--- config.mk ---
export PLATFORM = sky130hd
export DESIGN_NAME = nns_ctrl
export DESIGN_NICKNAME = d
export VERILOG_FILES = /design/src/rtl/core/nns_pkg.sv /design/src/rtl/core/nns_ctrl.sv
export SDC_FILE = /design/constraint.sdc
export NUM_CORES = 1
export LEC_CHECK = 0
export BUFFER_PORTS_ARGS = -buffer_cell sky130_fd_sc_hd__buf_2
export CAP_MARGIN = 15
export CORE_MARGIN = 2
export CORE_UTILIZATION = 25
export DETAILED_ROUTE_END_ITERATION = 10
export GPL_ROUTABILITY_DRIVEN = 0
export PLACE_DENSITY = 0.47
export SYNTH_ARGS = -nofsm -noshare
export SYNTH_HDL_FRONTEND = slang
export SYNTH_SLANG_ARGS = --single-unit
--- constraint.sdc ---
create_clock -name i_clk -period 2.33 [get_ports i_clk]
set_clock_uncertainty 0.2 [all_clocks]
set_input_delay 0.233 -clock i_clk [delete_from_list [all_inputs] [get_ports i_clk]]
set_output_delay 0.233 -clock i_clk [all_outputs]
set_load 0.01 [all_outputs]
--- src/rtl/core/nns_pkg.sv ---
package nns_pkg;

    localparam int REG_DIM_W   = 9;
    localparam int OUT_COORD_W = 8;
    localparam int OUT_DIM_W   = 9;
    localparam int CFG_IDX_W   = 3;
    localparam int CFG_DATA_W  = 24;
    localparam int COLOR_W     = 8;
    localparam int WORD_W      = 32;
    localparam int BIT_SEL_W   = 5;

    typedef logic [CFG_IDX_W-1:0] t_cfg_idx;

    localparam t_cfg_idx CFG_SRC_WIDTH  = 3'd0;
    localparam t_cfg_idx CFG_SRC_HEIGHT = 3'd1;
    localparam t_cfg_idx CFG_REQ_WIDTH  = 3'd2;
    localparam t_cfg_idx CFG_REQ_HEIGHT = 3'd3;
    localparam t_cfg_idx CFG_PRESERVE   = 3'd4;
    localparam t_cfg_idx CFG_BITMAP     = 3'd5;
    localparam t_cfg_idx CFG_FG_COLOR   = 3'd6;

    localparam logic CMD_LOAD = 1'b0;
    localparam logic CMD_EMIT = 1'b1;

    localparam logic [COLOR_W-1:0] ALPHA_OPAQUE = 8'd128;

    typedef enum logic [1:0] {
        DIV_RATIO  = 2'd0,
        DIV_NH     = 2'd1,
        DIV_STEP_X = 2'd2,
        DIV_STEP_Y = 2'd3
    } t_div_op;

    typedef struct packed {
        logic    start_image;
        logic    load;
        logic    div_start;
        t_div_op div_op;
        logic    mul_t;
        logic    mul_nw;
        logic    read;
        logic    emit;
    } t_dp_cmd;

    typedef struct packed {
        logic div_done;
        logic cfg_hit;
        logic preserve;
        logic last_pix;
        logic out_free;
    } t_dp_status;

endpackage

--- src/rtl/core/nns_ctrl.sv ---
module nns_ctrl (
    input  logic                i_clk,
    input  logic                i_rst_n,
    input  logic                i_in_valid,
    input  logic                i_command,
    output logic                o_in_ready,
    input  nns_pkg::t_dp_status i_status,
    output nns_pkg::t_dp_cmd    o_cmd
);

    typedef enum logic [8:0] {
        ST_IDLE      = 9'b000000001,
        ST_DIV_RATIO = 9'b000000010,
        ST_MUL_T     = 9'b000000100,
        ST_DIV_NH    = 9'b000001000,
        ST_MUL_NW    = 9'b000010000,
        ST_DIV_SX    = 9'b000100000,
        ST_DIV_SY    = 9'b001000000,
        ST_READ      = 9'b010000000,
        ST_OUT       = 9'b100000000
    } t_state;

    t_state r_state;
    t_state n_state;
    logic   r_active;
    logic   n_active;
    logic   r_div_issued;
    logic   n_div_issued;
    logic   accept;

    assign o_in_ready = (r_state == ST_IDLE);
    assign accept     = i_in_valid && o_in_ready;

    always_comb begin
        n_state      = r_state;
        n_active     = r_active;
        n_div_issued = r_div_issued;
        o_cmd        = '0;
        case (r_state)
            ST_IDLE: begin
                if (accept) begin
                    if (i_command == nns_pkg::CMD_LOAD) begin
                        o_cmd.load = 1'b1;
                        n_active   = 1'b0;
                    end else if (r_active) begin
                        n_state = ST_READ;
                    end else begin
                        o_cmd.start_image = 1'b1;
                        n_active          = 1'b1;
                        n_state           = i_status.preserve ? ST_DIV_RATIO : ST_DIV_SX;
                    end
                end
            end
            ST_DIV_RATIO: begin
                o_cmd.div_op    = nns_pkg::DIV_RATIO;
                o_cmd.div_start = !r_div_issued;
                n_div_issued    = 1'b1;
                if (i_status.div_done) begin
                    n_div_issued = 1'b0;
                    n_state      = ST_MUL_T;
                end
            end
            ST_MUL_T: begin
                o_cmd.mul_t = 1'b1;
                n_state     = ST_DIV_NH;
            end
            ST_DIV_NH: begin
                o_cmd.div_op    = nns_pkg::DIV_NH;
                o_cmd.div_start = !r_div_issued;
                n_div_issued    = 1'b1;
                if (i_status.div_done) begin
                    n_div_issued = 1'b0;
                    n_state      = ST_MUL_NW;
                end
            end
            ST_MUL_NW: begin
                o_cmd.mul_nw = 1'b1;
                n_state      = ST_DIV_SX;
            end
            ST_DIV_SX: begin
                o_cmd.div_op    = nns_pkg::DIV_STEP_X;
                o_cmd.div_start = !r_div_issued;
                n_div_issued    = 1'b1;
                if (i_status.div_done) begin
                    n_div_issued = 1'b0;
                    n_state      = ST_DIV_SY;
                end
            end
            ST_DIV_SY: begin
                o_cmd.div_op    = nns_pkg::DIV_STEP_Y;
                o_cmd.div_start = !r_div_issued;
                n_div_issued    = 1'b1;
                if (i_status.div_done) begin
                    n_div_issued = 1'b0;
                    n_state      = ST_READ;
                end
            end
            ST_READ: begin
                o_cmd.read = 1'b1;
                n_state    = ST_OUT;
            end
            ST_OUT: begin
                // hold until the output register can take the word
                if (i_status.out_free) begin
                    o_cmd.emit = 1'b1;
                    n_active   = !i_status.last_pix;
                    n_state    = ST_IDLE;
                end
            end
            default: begin
                n_state = ST_IDLE;
            end
        endcase
        // a register write drops the image in progress
        if (i_status.cfg_hit) begin
            n_active = 1'b0;
        end
    end

    always_ff @(posedge i_clk) begin
        if (!i_rst_n) begin
            r_state      <= ST_IDLE;
            r_active     <= 1'b0;
            r_div_issued <= 1'b0;
        end else begin
            r_state      <= n_state;
            r_active     <= n_active;
            r_div_issued <= n_div_issued;
        end
    end

endmodule

==> impl_summary.md <==
Global routing
Entering global routing, the biggest net connects 14 pins. The number of global-route vias before repair is 801. The first global-routing pass estimated 3710 microns of wire. Global routing used 13.4% of the available tracks across all layers. The number of antenna violations at the first check in global routing was 0. Global routing finished with a remaining overflow of 0.

Clocking
The number of buffers on the longest clock path is 2. TritonCTS built the clock tree. The number of sinks driven by the clock tree is 11. CTS built an H-tree with a depth of 1. After clock tree synthesis, the clock-pin slew on the worst setup and hold paths is 0.08 ns.

The buffer type at the clock tree root is sky130_fd_sc_hd__clkbuf_4. The clock buffer count from CTS is 3. The later pin in the worst-skew pair is clocked with a latency of 0.28 ns.

Run
The number of max-cap violations is 0.

Placed design
The post-placement setup slack is 0.257 ns. Detailed placement finished with a half-perimeter wire length of 1740 microns. Input and output buffers added on the ports amount to 18.

Yosys
Counting every instance in the synthesized netlist gives 111. Counting every net in the synthesized netlist gives 120. In the synthesized netlist the dominant register cell turns out to be sky130_fd_sc_hd__dfxtp_1. In this run, synthesis produced a sequential element count of 11.

In the synthesized netlist the async set-or-reset flop fraction comes to 0%. sky130_fd_sc_hd__dfxtp_1 takes more of the synthesized area than any other cell. The most common cell in the synthesized netlist is sky130_fd_sc_hd__nor2_1.

The area of the mapped netlist is 817 sq um. The Yosys step of the flow raised 0 warnings. In the post-synthesis netlist, the biggest area contributors are sky130_fd_sc_hd__dfxtp_1 27%, sky130_fd_sc_hd__nor2_1 6.9%, sky130_fd_sc_hd__a21oi_1 4.9%. After synthesis, the largest area contributor takes up 27.0% of total cell area. The number of different library cells used by synthesis comes to 37. Sorting the synthesized cells by how often they occur yields 15 x sky130_fd_sc_hd__nor2_1, 11 x sky130_fd_sc_hd__dfxtp_1, 9 x sky130_fd_sc_hd__nand2_1, 8 x sky130_fd_sc_hd__a21oi_1, 7 x sky130_fd_sc_hd__nand3_1.

The synthesized area per cell is 7.36 sq um. The share of the Yosys chip area taken by registers is 27.0%. Yosys mapped a number of flops with a built-in enable equal to 0.

Cells and area
The number of inserted diodes is 0. The net count reported at finish is 147. The end-of-flow core utilization is 35.2%. Of the cells placed in the final design, the portion with a size suffix greater than 1 is 34.3%. The post-synthesis to final-layout area growth is 32.5%.

STA
Across all setup checks in the final design, the least slack found is -0.0255 ns. The pin slew with the least headroom to its limit is 0.496 ns. After layout, the worst path uses 101% of the clock period. The setup-violating endpoint count in the final report is 1. Counting I/O delays and the setup requirement, the final critical path takes 2.36 ns. The count of final hold-check violations came to 0. Setup repair after global routing could not meet its margin everywhere. The count of final max-slew check failures is 0.

The worst relative slew slack is 66.5%. Derived from the worst setup path, the maximum achievable clock frequency is 425 MHz.

Floorplan
The height of the die is 61.2 microns. The total area inside the core boundary comes to 3080 sq um. The floorplan step defined a die boundary enclosing 3740 sq um. The initial core utilization is 26.5%. The die width is 61.2 microns. The number of placed I/O pins is 19. The row count is 20.

Critical path
In this run the worst path has a maximum fanout of 4. The kind of critical path is reg2out. At the worst endpoint, the required time is 1.90 ns. The endpoint type of the worst setup path is an output pin. The worst register-to-register path has a depth of 5. The worst endpoint data arrival time is 1.92 ns. STA classifies the critical path startpoint as a register.

Min path
The worst hold path passes through 2 cells. The path category of the worst min-delay check is in2reg.

Routing
In the routed design, unresolved DRC markers number 0. The routed layout has 874 vias. The number of routed nets with antenna violations is 0.

The sum of routed wire length over all layers is 2250 microns. The first-pass detailed-route iteration total is 4. The detail-routed via count per cell is 4.83. After detailed routing, the average wire length per cell comes to 12.4 microns.

The starting DRC count in detailed routing is 24.

Outcome
The checks that failed: negative setup slack. The flow ran to the end, but the final reports show violations.

Pwr
Summed over all cells, the static leakage comes to 0.469 nW. Power spread over the standard cell area amounts to 806 nW/um^2. The worst-case vdd ir drop is 420 uV.
[critical path, stage by stage (launching register included)]
cell	delay (ns)
sky130_fd_sc_hd__dfxtp_4	0.35
sky130_fd_sc_hd__or4_4	0.54
sky130_fd_sc_hd__or3_4	0.42
sky130_fd_sc_hd__clkinv_4	0.07
sky130_fd_sc_hd__and3_4	0.17
sky130_fd_sc_hd__buf_6	0.09
[per-stage QoR]
step | cells | power, mW | area (sq um) | hold WS [ns] | setup TNS, ns
floorplan | 111 | 0.548 | 817 | 0.109 | 0
global placement | 172 | 0.671 | 963 | 0.194 | 0
finish | 181 | 0.873 | 1080 | 0.0545 | -0.0255
CTS | 179 | 0.853 | 1030 | 0.0573 | -0.0143
global route | 181 | 0.927 | 1080 | 0.0838 | -0.0984
detailed placement | 172 | 0.669 | 963 | 0.196 | 0
[where the power goes]
group          leakage (nW)  internal [mW]  switching [mW]
Clock                0.0150         0.0665          0.0699
Combinational         0.362          0.231           0.262
Sequential           0.0917          0.217          0.0271
[cell usage in the layout (no fill, tap or decap), types with 2 or more instances in the layout]
master and count:
sky130_fd_sc_hd__nor4_2 4, sky130_fd_sc_hd__or2_2 2, sky130_fd_sc_hd__dfxtp_2 2, sky130_fd_sc_hd__xor2_1 2, sky130_fd_sc_hd__o21ai_0 4, sky130_fd_sc_hd__mux2i_1 3, sky130_fd_sc_hd__nand2b_1 4, sky130_fd_sc_hd__nand2_1 9
sky130_fd_sc_hd__o21a_1 5, sky130_fd_sc_hd__nor4b_1 2, sky130_fd_sc_hd__dfxtp_1 6, sky130_fd_sc_hd__nor4_1 2, sky130_fd_sc_hd__nor3_1 3, sky130_fd_sc_hd__inv_1 5, sky130_fd_sc_hd__buf_2 17, sky130_fd_sc_hd__dfxtp_4 3
sky130_fd_sc_hd__nor2b_1 2, sky130_fd_sc_hd__clkbuf_4 3, sky130_fd_sc_hd__nand3_1 7, sky130_fd_sc_hd__a21oi_1 8, sky130_fd_sc_hd__nor2_1 15, sky130_fd_sc_hd__buf_4 8
[kinds of logic after synthesis]
logic type / Yosys count / share of synthesized area (%)
AOI/OAI and AO/OA: 23 / 18.8
xor gates and xnor gates: 3 / 3.22
buffers and inverters: 11 / 6.43
DFF: 11 / 27.0
muxes: 3 / 3.68
and+or+nand+nor: 60 / 40.9
[metal layers]
metal / vias up / global-route usage (%) / part of all wire, %
met2: 21 / 21.9 / 49
li1: 447 / - / -
met1: 401 / 17.2 / 45
met5: - / 0 / 0
met3: 5 / 1.26 / 3.6
met4: 0 / 7.45 / 1.9
[worst paths after layout]
| kind | from | end | slack [ns] |
|---|---|---|---|
| setup / recovery | r_state[7] | o_cmd[7] | -0.03 |
| hold / removal | i_rst_n | r_state[0] | 0.05 |
| setup reg to reg | r_state[7] | r_state[1] | 0.16 |
| hold reg to reg | r_state[5] | r_state[5] | 0.29 |
[repair_timing]
| action | in CTS | in global routing |
|---|---|---|
| pin swaps | 1 | 4 |
| hold endpoints to repair | 1 | 0 |
| hold buffers | 1 | 0 |
| resized for setup | 7 | 8 |
| buffers inserted | 2 | 2 |
| setup endpoints to repair | 3 | 3 |
[state kept, by name (all words and copies together), names as in the netlist]
name          cells
r_state           9
r_active          1
r_div_issued      1
[layout make-up]
class / count / area (sq um)
clock buffer: 4 / 26.3
fill: 336 / 2000
inverter: 6 / 27.5
multi-input combinational: 89 / 573
sequential: 11 / 234
tap: 44 / 55.1
timing repair buffer: 27 / 166
No activity file was read; power rests on OpenSTA's default activity.
